**config.mk**
```make
export PLATFORM = sky130hd
export DESIGN_NAME = encoder_period_speed_meter_flat
export DESIGN_NICKNAME = d
export VERILOG_FILES = /design/src/rtl/epsm_pkg.sv /design/src/rtl/epsm_if.sv /design/src/rtl/encoder_period_speed_meter.sv /design/src/rtl/epsm_div.sv /design/src/rtl/epsm_fifo.sv /design/src/rtl/epsm_front.sv /design/src/rtl/epsm_back.sv /design/src/flat_wrapper.sv
export SDC_FILE = /design/constraint.sdc
export NUM_CORES = 1
export LEC_CHECK = 0
export ABC_AREA = 1
export BUFFER_PORTS_ARGS = -buffer_cell sky130_fd_sc_hd__buf_2
export CORE_ASPECT_RATIO = 0.8
export CORE_MARGIN = 3
export CORE_UTILIZATION = 39
export DETAILED_ROUTE_END_ITERATION = 12
export SYNTH_ARGS = -nofsm -noshare
export SYNTH_HDL_FRONTEND = slang
export SYNTH_HIERARCHICAL = 1
export SYNTH_SLANG_ARGS = --single-unit
```
**constraint.sdc**
```tcl
create_clock -name clk -period 5.5 [get_ports clk]
set_input_delay 1.1 -clock clk [delete_from_list [all_inputs] [get_ports clk]]
set_output_delay 1.1 -clock clk [all_outputs]
set_load 0.03 [all_outputs]
```
**src/rtl/epsm_pkg.sv**
```systemverilog
// package for the encoder period speed meter
// types, widths and register codes shared by every file of the block
// no dependencies
package epsm_pkg;

    // data path widths
    localparam int DATA_W  = 32;
    localparam int SHIFT_W = 5;
    localparam int CNT_W   = $clog2(DATA_W);

    // configuration port
    localparam int ADDR_W    = 4;
    localparam int REG_IDX_W = 2;

    localparam logic [REG_IDX_W-1:0] REG_PERIOD_SHIFT = 2'd0;
    localparam logic [REG_IDX_W-1:0] REG_INSTANT_NUM  = 2'd1;
    localparam logic [REG_IDX_W-1:0] REG_AVERAGE_NUM  = 2'd2;

    // register reset values
    localparam logic [SHIFT_W-1:0] PERIOD_SHIFT_RST = 5'd3;
    localparam logic [DATA_W-1:0]  INSTANT_NUM_RST  = 32'd100000000;
    localparam logic [DATA_W-1:0]  AVERAGE_NUM_RST  = 32'd800000000;

    // configuration seen by the front and back parts
    typedef struct packed {
        logic [SHIFT_W-1:0] period_shift;
        logic [DATA_W-1:0]  instant_numerator;
        logic [DATA_W-1:0]  average_numerator;
    } cfg_t;

endpackage

```
**src/rtl/epsm_if.sv**
```systemverilog
// valid/ready channel interfaces for the encoder period speed meter
// one for timer readings in, one for rate results out; depends on epsm_pkg
interface epsm_in_if;
    import epsm_pkg::*;

    logic              valid;
    logic              ready;
    logic [DATA_W-1:0] timer_value;

    modport source (output valid, output timer_value, input ready);
    modport sink   (input valid, input timer_value, output ready);
endinterface

interface epsm_out_if;
    import epsm_pkg::*;

    logic              valid;
    logic              ready;
    logic [DATA_W-1:0] instant_rate;
    logic [DATA_W-1:0] average_rate;

    modport source (output valid, output instant_rate, output average_rate, input ready);
    modport sink   (input valid, input instant_rate, input average_rate, output ready);
endinterface

```
**src/rtl/encoder_period_speed_meter.sv**
```systemverilog
// Encoder period speed meter, top level.
// Timer readings come in on sample_in (valid/ready, timer_value); each one
// gives one request on rate_out with instant_rate and average_rate.
// The period is ~timer_value shifted right by period_shift; a ring of the
// last WINDOW_DEPTH periods and their running sum give the window average.
// Each rate is numerator / divisor, all ones when the divisor is zero.
// Registers on the APB port: 0x0 period_shift, 0x4 instant_numerator,
// 0x8 average_numerator; write only while the block is idle.
// Each item goes through the two 32-step restoring dividers in the back
// part, which take no new item until both are done and the result is
// loaded; the front part takes no new reading until its update is pushed.
// A two-entry queue sits between the ring update and the dividers, and the
// result sits in an output register, so the front keeps taking readings
// while the receiver stalls until queue and output register are full.
// Reset clears the ring (through per-entry valid bits), the sum, the ring
// position and all handshakes, and loads the register defaults; no
// clearing pass is needed.
// depends on epsm_pkg, epsm_if, epsm_front, epsm_fifo, epsm_back
module encoder_period_speed_meter #(
    parameter int WINDOW_DEPTH = 8
) (
    input  logic                        clk,
    input  logic                        rst_n,
    epsm_in_if.sink                     sample_in,
    epsm_out_if.source                  rate_out,
    input  logic                        psel,
    input  logic                        penable,
    input  logic                        pwrite,
    input  logic [epsm_pkg::ADDR_W-1:0] paddr,
    input  logic [epsm_pkg::DATA_W-1:0] pwdata,
    output logic [epsm_pkg::DATA_W-1:0] prdata,
    output logic                        pready
);
    import epsm_pkg::*;

    localparam int SUM_W   = DATA_W + $clog2(WINDOW_DEPTH);
    localparam int ENTRY_W = DATA_W + SUM_W;

    logic [SHIFT_W-1:0]   period_shift_reg;
    logic [DATA_W-1:0]    instant_num_reg;
    logic [DATA_W-1:0]    average_num_reg;
    cfg_t                 cfg;
    logic                 cfg_write;
    logic [REG_IDX_W-1:0] reg_idx;

    logic                 push_valid;
    logic                 push_ready;
    logic [DATA_W-1:0]    push_period;
    logic [SUM_W-1:0]     push_sum;
    logic                 pop_valid;
    logic                 pop_ready;
    logic [ENTRY_W-1:0]   pop_data;

    // configuration registers
    assign pready    = 1'b1;
    assign reg_idx   = paddr[ADDR_W-1:2];
    assign cfg_write = psel && penable && pwrite && pready;

    always_ff @(posedge clk or negedge rst_n)
    begin
        if (!rst_n)
        begin
            period_shift_reg <= PERIOD_SHIFT_RST;
            instant_num_reg  <= INSTANT_NUM_RST;
            average_num_reg  <= AVERAGE_NUM_RST;
        end
        else if (cfg_write)
        begin
            case (reg_idx)
                REG_PERIOD_SHIFT: period_shift_reg <= pwdata[SHIFT_W-1:0];
                REG_INSTANT_NUM:  instant_num_reg  <= pwdata;
                REG_AVERAGE_NUM:  average_num_reg  <= pwdata;
                default:          ;
            endcase
        end
    end

    // register read back
    always_comb
    begin
        case (reg_idx)
            REG_PERIOD_SHIFT: prdata = DATA_W'(period_shift_reg);
            REG_INSTANT_NUM:  prdata = instant_num_reg;
            REG_AVERAGE_NUM:  prdata = average_num_reg;
            default:          prdata = '0;
        endcase
    end

    assign cfg.period_shift      = period_shift_reg;
    assign cfg.instant_numerator = instant_num_reg;
    assign cfg.average_numerator = average_num_reg;

    // period forming and ring update
    epsm_front #(
        .WINDOW_DEPTH (WINDOW_DEPTH),
        .SUM_W        (SUM_W)
    ) u_front (
        .clk         (clk),
        .rst_n       (rst_n),
        .cfg         (cfg),
        .sample_in   (sample_in),
        .push_valid  (push_valid),
        .push_ready  (push_ready),
        .push_period (push_period),
        .push_sum    (push_sum)
    );

    // queue of period and sum pairs
    epsm_fifo #(
        .ENTRY_W (ENTRY_W)
    ) u_fifo (
        .clk        (clk),
        .rst_n      (rst_n),
        .push_valid (push_valid),
        .push_ready (push_ready),
        .push_data  ({push_period, push_sum}),
        .pop_valid  (pop_valid),
        .pop_ready  (pop_ready),
        .pop_data   (pop_data)
    );

    // rate division and result register
    epsm_back #(
        .SUM_W (SUM_W)
    ) u_back (
        .clk        (clk),
        .rst_n      (rst_n),
        .cfg        (cfg),
        .pop_valid  (pop_valid),
        .pop_ready  (pop_ready),
        .pop_period (pop_data[ENTRY_W-1:SUM_W]),
        .pop_sum    (pop_data[SUM_W-1:0]),
        .rate_out   (rate_out)
    );

endmodule

```
**src/rtl/epsm_div.sv**
```systemverilog
// radix-2 restoring divider, 32-bit dividend over a DEN_W-bit divisor
// one quotient bit per cycle; depends on epsm_pkg
module epsm_div #(
    parameter int DEN_W = 32
) (
    input  logic                       clk,
    input  logic                       rst_n,
    input  logic                       start,
    input  logic [epsm_pkg::DATA_W-1:0] num,
    input  logic [DEN_W-1:0]           den,
    output logic                       busy,
    output logic [epsm_pkg::DATA_W-1:0] quotient
);
    import epsm_pkg::*;

    logic              busy_reg;
    logic [CNT_W-1:0]  cnt_reg;
    logic [DEN_W-1:0]  rem_reg;
    logic [DEN_W-1:0]  rem_next;
    logic [DATA_W-1:0] quo_reg;
    logic [DEN_W-1:0]  den_reg;
    logic [DEN_W:0]    trial;
    logic [DEN_W+1:0]  diff;
    logic              take;

    // one trial subtraction; a zero divisor always subtracts, giving all ones
    assign trial    = {rem_reg, quo_reg[DATA_W-1]};
    assign diff     = {1'b0, trial} - {2'b00, den_reg};
    assign take     = !diff[DEN_W+1];
    assign rem_next = take ? diff[DEN_W-1:0] : trial[DEN_W-1:0];

    // step control
    always_ff @(posedge clk or negedge rst_n)
    begin
        if (!rst_n)
        begin
            busy_reg <= 1'b0;
            cnt_reg  <= '0;
        end
        else if (start)
        begin
            busy_reg <= 1'b1;
            cnt_reg  <= '0;
        end
        else if (busy_reg)
        begin
            cnt_reg <= cnt_reg + 1'b1;
            if (cnt_reg == CNT_W'(DATA_W - 1))
            begin
                busy_reg <= 1'b0;
            end
        end
    end

    // remainder and quotient; dividend bits shift out as quotient bits shift in
    always_ff @(posedge clk)
    begin
        if (start)
        begin
            rem_reg <= '0;
            quo_reg <= num;
            den_reg <= den;
        end
        else if (busy_reg)
        begin
            rem_reg <= rem_next;
            quo_reg <= {quo_reg[DATA_W-2:0], take};
        end
    end

    assign busy     = busy_reg;
    assign quotient = quo_reg;

endmodule

```
**src/rtl/epsm_fifo.sv**
```systemverilog
// two-entry queue between the front and back parts
// registered entries with read and write pointers; depends on epsm_pkg
module epsm_fifo #(
    parameter int ENTRY_W = 67
) (
    input  logic               clk,
    input  logic               rst_n,
    input  logic               push_valid,
    output logic               push_ready,
    input  logic [ENTRY_W-1:0] push_data,
    output logic               pop_valid,
    input  logic               pop_ready,
    output logic [ENTRY_W-1:0] pop_data
);
    import epsm_pkg::*;

    localparam int DEPTH  = 2;
    localparam int PTR_W  = $clog2(DEPTH);
    localparam int FILL_W = $clog2(DEPTH + 1);

    logic [ENTRY_W-1:0] entry_reg [DEPTH];
    logic [PTR_W-1:0]   wr_ptr_reg;
    logic [PTR_W-1:0]   rd_ptr_reg;
    logic [FILL_W-1:0]  fill_reg;
    logic               push;
    logic               pop;

    assign push_ready = (fill_reg != FILL_W'(DEPTH));
    assign pop_valid  = (fill_reg != '0);
    assign push       = push_valid && push_ready;
    assign pop        = pop_valid && pop_ready;
    assign pop_data   = entry_reg[rd_ptr_reg];

    // pointers and fill level
    always_ff @(posedge clk or negedge rst_n)
    begin
        if (!rst_n)
        begin
            wr_ptr_reg <= '0;
            rd_ptr_reg <= '0;
            fill_reg   <= '0;
        end
        else
        begin
            if (push)
            begin
                wr_ptr_reg <= (wr_ptr_reg == PTR_W'(DEPTH - 1)) ? '0 : wr_ptr_reg + 1'b1;
            end
            if (pop)
            begin
                rd_ptr_reg <= (rd_ptr_reg == PTR_W'(DEPTH - 1)) ? '0 : rd_ptr_reg + 1'b1;
            end
            if (push && !pop)
            begin
                fill_reg <= fill_reg + 1'b1;
            end
            else if (pop && !push)
            begin
                fill_reg <= fill_reg - 1'b1;
            end
        end
    end

    // entry storage
    always_ff @(posedge clk)
    begin
        if (push)
        begin
            entry_reg[wr_ptr_reg] <= push_data;
        end
    end

endmodule

```
**src/rtl/epsm_front.sv**
```systemverilog
// front part: takes a timer reading, forms the shifted period and keeps
// the ring of recent periods and their running sum; depends on epsm_pkg, epsm_if
module epsm_front #(
    parameter int WINDOW_DEPTH = 8,
    parameter int SUM_W        = 35
) (
    input  logic                        clk,
    input  logic                        rst_n,
    input  epsm_pkg::cfg_t              cfg,
    epsm_in_if.sink                     sample_in,
    output logic                        push_valid,
    input  logic                        push_ready,
    output logic [epsm_pkg::DATA_W-1:0] push_period,
    output logic [SUM_W-1:0]            push_sum
);
    import epsm_pkg::*;

    localparam int PTR_W = (WINDOW_DEPTH > 1) ? $clog2(WINDOW_DEPTH) : 1;

    localparam logic ST_IDLE   = 1'b0;
    localparam logic ST_UPDATE = 1'b1;

    logic                    state_reg;
    logic [PTR_W-1:0]        pos_reg;
    logic [SUM_W-1:0]        sum_reg;
    logic [SUM_W-1:0]        sum_next;
    logic [WINDOW_DEPTH-1:0] valid_reg;
    logic                    old_valid_reg;
    logic [DATA_W-1:0]       old_raw_reg;
    logic [DATA_W-1:0]       old_period;
    logic [DATA_W-1:0]       period_reg;
    logic [DATA_W-1:0]       ring_mem [WINDOW_DEPTH];
    logic                    accept;
    logic                    push;

    assign sample_in.ready = (state_reg == ST_IDLE);
    assign accept          = sample_in.valid && sample_in.ready;
    assign push_valid      = (state_reg == ST_UPDATE);
    assign push            = push_valid && push_ready;

    // an entry never written since reset reads as zero
    assign old_period = old_valid_reg ? old_raw_reg : '0;
    assign sum_next   = sum_reg - SUM_W'(old_period) + SUM_W'(period_reg);

    assign push_period = period_reg;
    assign push_sum    = sum_next;

    // control, entry valid bits, ring position and running sum
    always_ff @(posedge clk or negedge rst_n)
    begin
        if (!rst_n)
        begin
            state_reg     <= ST_IDLE;
            pos_reg       <= '0;
            sum_reg       <= '0;
            valid_reg     <= '0;
            old_valid_reg <= 1'b0;
        end
        else
        begin
            case (state_reg)
                ST_IDLE:
                begin
                    if (accept)
                    begin
                        old_valid_reg <= valid_reg[pos_reg];
                        state_reg     <= ST_UPDATE;
                    end
                end
                ST_UPDATE:
                begin
                    if (push)
                    begin
                        sum_reg            <= sum_next;
                        valid_reg[pos_reg] <= 1'b1;
                        pos_reg            <= (pos_reg == PTR_W'(WINDOW_DEPTH - 1)) ?
                                              '0 : pos_reg + 1'b1;
                        state_reg          <= ST_IDLE;
                    end
                end
                default:
                begin
                    state_reg <= ST_IDLE;
                end
            endcase
        end
    end

    // period capture and ring memory, read on accept and written on push
    always_ff @(posedge clk)
    begin
        if (accept)
        begin
            period_reg  <= (~sample_in.timer_value) >> cfg.period_shift;
            old_raw_reg <= ring_mem[pos_reg];
        end
        if (push)
        begin
            ring_mem[pos_reg] <= period_reg;
        end
    end

endmodule

```
**src/rtl/epsm_back.sv**
```systemverilog
// back part: two iterative dividers for the instant and averaged rates
// and the output register; depends on epsm_pkg, epsm_if, epsm_div
module epsm_back #(
    parameter int SUM_W = 35
) (
    input  logic                        clk,
    input  logic                        rst_n,
    input  epsm_pkg::cfg_t              cfg,
    input  logic                        pop_valid,
    output logic                        pop_ready,
    input  logic [epsm_pkg::DATA_W-1:0] pop_period,
    input  logic [SUM_W-1:0]            pop_sum,
    epsm_out_if.source                  rate_out
);
    import epsm_pkg::*;

    localparam logic ST_IDLE   = 1'b0;
    localparam logic ST_DIVIDE = 1'b1;

    logic              state_reg;
    logic              out_valid_reg;
    logic [DATA_W-1:0] instant_reg;
    logic [DATA_W-1:0] average_reg;
    logic              start;
    logic              inst_busy;
    logic              avg_busy;
    logic [DATA_W-1:0] inst_quo;
    logic [DATA_W-1:0] avg_quo;
    logic              slot_free;
    logic              load;

    assign pop_ready = (state_reg == ST_IDLE);
    assign start     = pop_valid && pop_ready;
    assign slot_free = !out_valid_reg || rate_out.ready;
    assign load      = (state_reg == ST_DIVIDE) && !inst_busy && !avg_busy && slot_free;

    // instant rate: numerator over the latest period
    epsm_div #(
        .DEN_W (DATA_W)
    ) u_inst_div (
        .clk      (clk),
        .rst_n    (rst_n),
        .start    (start),
        .num      (cfg.instant_numerator),
        .den      (pop_period),
        .busy     (inst_busy),
        .quotient (inst_quo)
    );

    // averaged rate: numerator over the window sum
    epsm_div #(
        .DEN_W (SUM_W)
    ) u_avg_div (
        .clk      (clk),
        .rst_n    (rst_n),
        .start    (start),
        .num      (cfg.average_numerator),
        .den      (pop_sum),
        .busy     (avg_busy),
        .quotient (avg_quo)
    );

    // sequencing and output valid
    always_ff @(posedge clk or negedge rst_n)
    begin
        if (!rst_n)
        begin
            state_reg     <= ST_IDLE;
            out_valid_reg <= 1'b0;
        end
        else
        begin
            case (state_reg)
                ST_IDLE:
                begin
                    if (start)
                    begin
                        state_reg <= ST_DIVIDE;
                    end
                end
                ST_DIVIDE:
                begin
                    if (load)
                    begin
                        state_reg <= ST_IDLE;
                    end
                end
                default:
                begin
                    state_reg <= ST_IDLE;
                end
            endcase

            if (load)
            begin
                out_valid_reg <= 1'b1;
            end
            else if (rate_out.ready)
            begin
                out_valid_reg <= 1'b0;
            end
        end
    end

    // result payload
    always_ff @(posedge clk)
    begin
        if (load)
        begin
            instant_reg <= inst_quo;
            average_reg <= avg_quo;
        end
    end

    assign rate_out.valid        = out_valid_reg;
    assign rate_out.instant_rate = instant_reg;
    assign rate_out.average_rate = average_reg;

endmodule

```
**src/flat_wrapper.sv**
```systemverilog
// flat-port wrapper written by rule: the top's interface ports become plain ports
module encoder_period_speed_meter_flat import epsm_pkg::*;
#(
    parameter int WINDOW_DEPTH = 8
)
  (clk, rst_n, psel, penable, pwrite, paddr, pwdata, prdata, pready, sample_in_valid, sample_in_timer_value, sample_in_ready, rate_out_valid, rate_out_instant_rate, rate_out_average_rate, rate_out_ready);
  epsm_in_if sample_in_i ();
  epsm_out_if rate_out_i ();
  input  logic clk;
  input  logic rst_n;
  input  logic psel;
  input  logic penable;
  input  logic pwrite;
  input  logic [epsm_pkg::ADDR_W-1:0] paddr;
  input  logic [epsm_pkg::DATA_W-1:0] pwdata;
  output logic [epsm_pkg::DATA_W-1:0] prdata;
  output logic pready;
  input wire logic [$bits(sample_in_i.valid)-1:0] sample_in_valid;
  input wire logic [$bits(sample_in_i.timer_value)-1:0] sample_in_timer_value;
  output wire logic [$bits(sample_in_i.ready)-1:0] sample_in_ready;
  output wire logic [$bits(rate_out_i.valid)-1:0] rate_out_valid;
  output wire logic [$bits(rate_out_i.instant_rate)-1:0] rate_out_instant_rate;
  output wire logic [$bits(rate_out_i.average_rate)-1:0] rate_out_average_rate;
  input wire logic [$bits(rate_out_i.ready)-1:0] rate_out_ready;
  assign sample_in_i.valid = sample_in_valid;
  assign sample_in_i.timer_value = sample_in_timer_value;
  assign sample_in_ready = sample_in_i.ready;
  assign rate_out_valid = rate_out_i.valid;
  assign rate_out_instant_rate = rate_out_i.instant_rate;
  assign rate_out_average_rate = rate_out_i.average_rate;
  assign rate_out_i.ready = rate_out_ready;
  encoder_period_speed_meter #(.WINDOW_DEPTH(WINDOW_DEPTH)) u_core (.clk(clk), .rst_n(rst_n), .sample_in(sample_in_i), .rate_out(rate_out_i), .psel(psel), .penable(penable), .pwrite(pwrite), .paddr(paddr), .pwdata(pwdata), .prdata(prdata), .pready(pready));
endmodule
```
==> flow_metrics.tcl, run 1 <==
set metrics [dict create \
    r2r-start "u_core/u_front/old_valid_reg" \
    route.vias.total 31232 \
    p_clk_share_pct 17.8 \
    slew_viol_final 0 \
    fillCellCount 10519 \
    worst-r2r-cell-count 14 \
    setup_viol 0 \
    yosys_register_bits 851 \
    relSlewSlack_pct 23.00 \
    clockBufferDepth 3 \
    synth_most_common_cell "nand2_1" \
    period_needed_ps 3695 \
    rsz0062_at_grt "false" \
    core_mm2 0.1074 \
    p_switching_w 0.01440 \
    gr-usage-met3_pct 3.351 \
    post_cts_buffers 0 \
    gp_congestion 0.9246 \
    hold_class "primary input to asynchronous set/reset pin" \
    max_stage_delay_ps 1100 \
    dr.first_iter.drc_count 2759 \
    ys_dominant_reg_cell "edfxtp_1" \
    pwr-share-seq_pct 34.2 \
    die_w_um 375.3 \
    synth_warnings 6 \
    power_density_mw_per_mm2 686.2 \
    syn_area_per_cell_um2 9.092 \
    critPathLaunchType "register" \
    fin_hold_ws_ps 442.6 \
    clock-sinks 851 \
    crit_fanout 33 \
    dpl.hpwl_mm 75.73 \
    wl_per_cell_um 17.75 \
    synth_cell_types 54 \
    yosysTopAreaCell "edfxtp_1" \
    rr_endpoint "u_core/u_fifo/entry_reg[0][34]" \
    crit_type "register to register" \
    cap_viol_max_count 0 \
    grt_pass1_wl_mm 172.1 \
    grt_max_degree 136 \
    clock_skew_ps 49.30 \
    cts_root_buf "clkbuf_16" \
    placedCellCount 6156 \
    synth_edf_count 649 \
    worst_slack_ps 1805 \
    seq_area_frac_synth_pct 56.98 \
    first_global_vias 29358 \
    intPower_w 0.01819 \
    fmax_ghz 0.2707 \
    hold_buffers 0 \
    drtPass1Iterations 5 \
    arrival_ps 4110 \
    wl_mm 112.1 \
    synthToLayoutAreaGrowth_pct 11.65 \
    worstSkewPairLatency_ps 690 \
    outcome "finished clean" \
    ff_latch_area_mm2 0.02424 \
    cts_buffers 83 \
    cts_resized 0 \
    busiest_layer "met2" \
    dp_slack_ps 1890 \
    p_comb_share_pct 48.0 \
    async_flop_share_pct 15.86 \
    syn_area_mm2 0.04254 \
    crit_chain "nand2_1 -> inv_1 -> fa_1 -> inv_1 -> ha_1 -> nand2_1 -> inv_1 -> a21oi_1 -> nand3_1 -> nand2_1 -> nand2_1 -> nand2_1 -> nand3_1 -> and2_1" \
    drc 0 \
    die_y_um 301.4 \
    rows 107 \
    swShare_pct 44.19 \
    stdcell_count 6314 \
    clkTransAtPathRegs_ps 60 \
    synthTopCellsByArea "edfxtp_1 46%, nand2_1 16%, dfrtp_1 6.4%, inv_1 5.8%, ha_1 3.2%" \
    htreeDepth 3 \
    ir_drop_v 0.0003597 \
    largest_reg_flops 256 \
    grt_antenna_before_repair 6 \
    syn_nets 4897 \
    hold_viol_final 0 \
    synth_top_cell_area_share_pct 45.81 \
    worst_pin_slew_ps 1155 \
    viasPerCell 4.946 \
    multi_input_area_mm2 0.01502 \
    final_antenna_net_count 0 \
    synthCells 4679 \
    ios 174 \
    start_util_pct 39.62 \
    nets 5042 \
    synthTopCellsByCount "1768 x nand2_1, 660 x inv_1, 649 x edfxtp_1" \
    cts_tree "done" \
    critPathMostFrequentCell "nand2_1" \
    io_buffers 170 \
    grt_use_met2_pct 29.77 \
    grt_overflow_total 0 \
    post-route-period-util_pct 67.17 \
    cp.required_ps 5910 \
    dieArea_mm2 0.1131 \
    reg2reg_slack_ps 1810 \
    crit_slowest_cell "dfrtp_1" \
    gr-usage-all-layers_pct 19.64 \
    grt_use_met1_pct 29.24 \
    drive_gt1_share_pct 9.238 \
    leakagePower_nw 21.79 \
    end_kind "register" \
    tns_ps 0 \
]
[cell usage in the layout, fill, tap and decap left out, drive strengths merged]
| master | count |
|---|---|
| a22o | 30 |
| xor2 | 22 |
| a31oi | 6 |
| clkinvlp | 2 |
| dfxtp | 67 |
| clkinv | 39 |
| mux2i | 10 |
| ha | 109 |
| nor3 | 32 |
| diode | 4 |
| nand3 | 256 |
| dfstp | 26 |
| o31ai | 1 |
| buf | 203 |
| nand3b | 34 |
| and2 | 27 |
| o21bai | 9 |
| o21a | 1 |
| conb | 1 |
| o22a | 1 |
| a22oi | 29 |
| o22ai | 6 |
| a21oi | 88 |
| nor2 | 205 |
| nor4 | 4 |
| o21ai | 182 |
| nand4 | 43 |
| nand2 | 1784 |
| xnor2 | 27 |
| o211ai | 5 |
| inv | 685 |
| edfxtp | 649 |
| fa | 34 |
| a21o | 1 |
| clkbuf | 107 |
| a21boi | 2 |
| a221oi | 37 |
| bufinv | 6 |
| dfrtp | 109 |
| or2 | 14 |
[worst max-delay path: cells and delay by family (launching register included)]
| kind | cells | cell delay, ps |
|---|---|---|
| simple gates | 8 | 1160 |
| flops | 1 | 1100 |
| fa+ha+maj | 2 | 690 |
| buf+inv | 3 | 250 |
| compound gates | 1 | 190 |
[layout make-up]
class / count / share of cell area, %
well taps: 1417 / 3.733
multi-input cells: 3000 / 31.61
clock inverters: 47 / 1.109
diodes: 4 / 0.02107
flip-flops and latches: 851 / 51.04
inverters: 685 / 5.418
repair buffers: 203 / 2.352
clock buffers: 107 / 4.715
[how the worst max path moves through the flow]
stage                                       startpoint                                  end  slack [ps]  cells past startpoint
after floorplan              u_core/u_fifo/fill_reg[0]  u_core/u_back/u_avg_div/quotient[0]        1460                      8
after global placement    u_core/u_front/old_valid_reg       u_core/u_fifo/entry_reg[0][32]        1920                     15
after detailed placement  u_core/u_front/old_valid_reg       u_core/u_fifo/entry_reg[0][28]        1890                     14
after CTS                 u_core/u_front/old_valid_reg       u_core/u_fifo/entry_reg[0][28]        1840                     14
after global routing      u_core/u_front/old_valid_reg       u_core/u_fifo/entry_reg[0][31]        1510                     14
final                     u_core/u_front/old_valid_reg       u_core/u_fifo/entry_reg[0][34]        1810                     14
[power groups by stage]
stage / registers, W / logic (W) / clock network, W
after detailed placement: 0.0113 / 0.0155 / 0
after global routing: 0.0113 / 0.0178 / 0.00616
after CTS: 0.0111 / 0.0156 / 0.00593
after global placement: 0.0112 / 0.0153 / 0
final: 0.0111 / 0.0157 / 0.00579
after floorplan: 0.0108 / 0.0115 / 0
[metal layers]
metal	wire length (um)	up-vias
met2	47780	903
li1	-	15433
met3	7343	138
met5	0	-
met4	2140	0
met1	54790	14758
[per-stage QoR]
| step | cell area (um2) | utilization, % | total power [W] |
|---|---|---|---|
| after floorplan | 42540 | - | 0.02228 |
| after global placement | 44720 | 41.65 | 0.02655 |
| after detailed placement | 44720 | 41.65 | 0.02677 |
| after CTS | 47490 | 44.23 | 0.03264 |
| after global routing | 47490 | 44.23 | 0.03531 |
| final | 47500 | 44.24 | 0.03260 |
[cell families after synthesis]
group,Yosys count,share of synthesized area [%]
flops,851,56.98
mux,10,0.2353
xor+xnor,49,1.009
simple gates,2399,23.34
other cells,1,0.008815
fa+ha+maj,143,4.806
buf+inv,828,7.932
compound gates,398,5.688
Power figures use the tool's default switching activity.
==> run 2: changes to the inputs <==
==> constraint.sdc (replaced) <==
create_clock -name clk -period 3.3 [get_ports clk]
set_input_delay 0.66 -clock clk [delete_from_list [all_inputs] [get_ports clk]]
set_output_delay 0.66 -clock clk [all_outputs]
set_load 0.03 [all_outputs]
==> run 2 against run 1 <==
Hold slack got worse by 230 ps. Flip-flop and latch count stayed put. Clock-buffer cell count is 4 lower. Clock power is 72% higher. Via count rose by 1.5%. Register-to-register slack got worse by 1600 ps. Power rose by 73%. Critical endpoint is now u_core/u_fifo/entry_reg[1][25].
==> flow_metrics.tcl, run 2 (synthesized netlist as in run 1, its figures left out) <==
set metrics [dict create \
    worstSkewPairLatency_ps 690 \
    pwr-share-seq_pct 32.3 \
    cts_tree "done" \
    cts_buffers 83 \
    die_w_um 375.3 \
    grt_pass1_wl_mm 180.7 \
    critPathLaunchType "register" \
    p_switching_w 0.02478 \
    dpl.hpwl_mm 84.29 \
    grt_max_degree 80 \
    gr-usage-all-layers_pct 20.67 \
    wl_mm 117.2 \
    rows 107 \
    first_global_vias 30030 \
    cts_root_buf "clkbuf_16" \
    dp_slack_ps 248.3 \
    worst_slack_ps 192.8 \
    clockBufferDepth 3 \
    utilization_pct 44.98 \
    hold_class "primary input to register" \
    route.vias.total 31690 \
    end_kind "register" \
    grt_antenna_before_repair 3 \
    fmax_ghz 0.3218 \
    arrival_ps 3500 \
    start_util_pct 39.62 \
    clkTransAtPathRegs_ps 60 \
    synthToLayoutAreaGrowth_pct 13.53 \
    intPower_w 0.03145 \
    dr.first_iter.drc_count 2851 \
    drive_gt1_share_pct 10.80 \
    power_density_mw_per_mm2 1164 \
    largest_reg_flops 256 \
    ir_drop_v 0.0006785 \
    dieArea_mm2 0.1131 \
    clock_skew_ps 36.55 \
    swShare_pct 44.07 \
    post_cts_buffers 0 \
    clock-sinks 851 \
    grt_overflow_total 0 \
    ios 174 \
    final_antenna_net_count 0 \
    wl_per_cell_um 18.35 \
    gp_congestion 0.9312 \
    crit_fanout 33 \
    post-route-period-util_pct 94.16 \
    slew_viol_final 0 \
    reg2reg_slack_ps 190 \
    layout_commonest_cell "nand2_1" \
    htreeDepth 3 \
    power_w 0.05623 \
    cp.required_ps 3690 \
    most-common-layout-cells "1767 x nand2_1, 654 x inv_1, 649 x edfxtp_1" \
    hold_viol_final 0 \
    drtPass1Iterations 5 \
    nets 5112 \
    outcome "finished clean" \
    p_clk_share_pct 17.7 \
    cap_viol_max_count 0 \
    viasPerCell 4.964 \
    die_y_um 301.4 \
    tns_ps 0 \
    drc 0 \
    core_mm2 0.1074 \
    placedCellCount 6225 \
    crit_type "register to register" \
    p_comb_share_pct 50.0 \
    leakagePower_nw 22.22 \
    worst_pin_slew_ps 1056 \
    stdcell_count 6384 \
    relSlewSlack_pct 29.49 \
    io_buffers 170 \
    period_needed_ps 3107 \
    setup_viol 0 \
]
==> run 2: cell types whose count changed in the layout (fill, tap and decap cells not counted), sizes merged <==
cell | previous run | this run
buf | 203 | 272
bufinv | 6 | 11
clkinv | 39 | 34
clkbuf | 107 | 103
clkinvlp | 2 | 4
inv | 685 | 687
dlygate4sd3 | 0 | 1
==> run 2: path summary, 6_finish.rpt <==
check | start | endpoint | depth (start not counted)
worst max-delay path | u_core/u_front/old_valid_reg | u_core/u_fifo/entry_reg[1][25] | 16
worst min-delay path | pwdata[21] | u_core/instant_num_reg[21] | 3
worst max register to register | u_core/u_front/old_valid_reg | u_core/u_fifo/entry_reg[1][25] | 16
worst min register to register | u_core/u_back/u_inst_div/quotient[11] | u_core/u_back/rate_out.instant_rate[11] | 0
max in group asynchronous | rst_n | u_core/instant_num_reg[8] | 3
min in group asynchronous | rst_n | u_core/instant_num_reg[19] | 2
==> run 2: through the flow <==
stage	hold slack [ps]	cell area, um2
final	212.5	48300
after global routing	172.8	48290
after CTS	155.9	48270
after detailed placement	433.3	45420
after global placement	431.2	45420
after floorplan	364.4	42550
==> run 2: timing repair <==
action	4_1_cts	5_1_grt
setup endpoints to repair	0	4
hold buffers	1	0
endpoints found under the hold margin	32	0
resized for setup	0	5
==> run 2: power by group through the flow <==
stage,clock [W],sequential (W),combinational [W]
final,0.00996,0.0182,0.0281
after global routing,0.0106,0.0185,0.0318
after CTS,0.0102,0.0182,0.0279
after detailed placement,0,0.0184,0.0278
after global placement,0,0.0183,0.0275
after floorplan,0,0.0180,0.0191
==> run 2: cell type report <==
cell class	count	area, um2
diodes	4	10.01
inverters	685	2575
repair buffers	273	1833
clock buffers	103	2223
clock inverters	51	620.6
flip-flops and latches	851	24240
fillers	10351	59070
multi-input cells	3000	15020
well taps	1417	1773
==> run 2: worst max-delay path: stages, from the launching register on <==
cell and delay [ps]:
dfrtp_1 400, buf_12 180, nand2_1 80, inv_1 50, fa_1 480, inv_1 50, ha_2 390, nand2_1 110
nor2_1 130, inv_1 110, nor3_1 190, nand2_1 100, nand2_2 120, nand2_1 90, nand2_1 60, nand2_1 50
and2_1 200
==> run 2: layer usage <==
| layer | GRT usage, % | vias to the layer above | wire [um] |
|---|---|---|---|
| met5 | 0 | - | 10 |
| met3 | 2.918 | 124 | 7379 |
| met2 | 31.69 | 920 | 50930 |
| li1 | - | 15558 | - |
| met4 | 4.386 | 2 | 1974 |
| met1 | 31.18 | 15086 | 56860 |
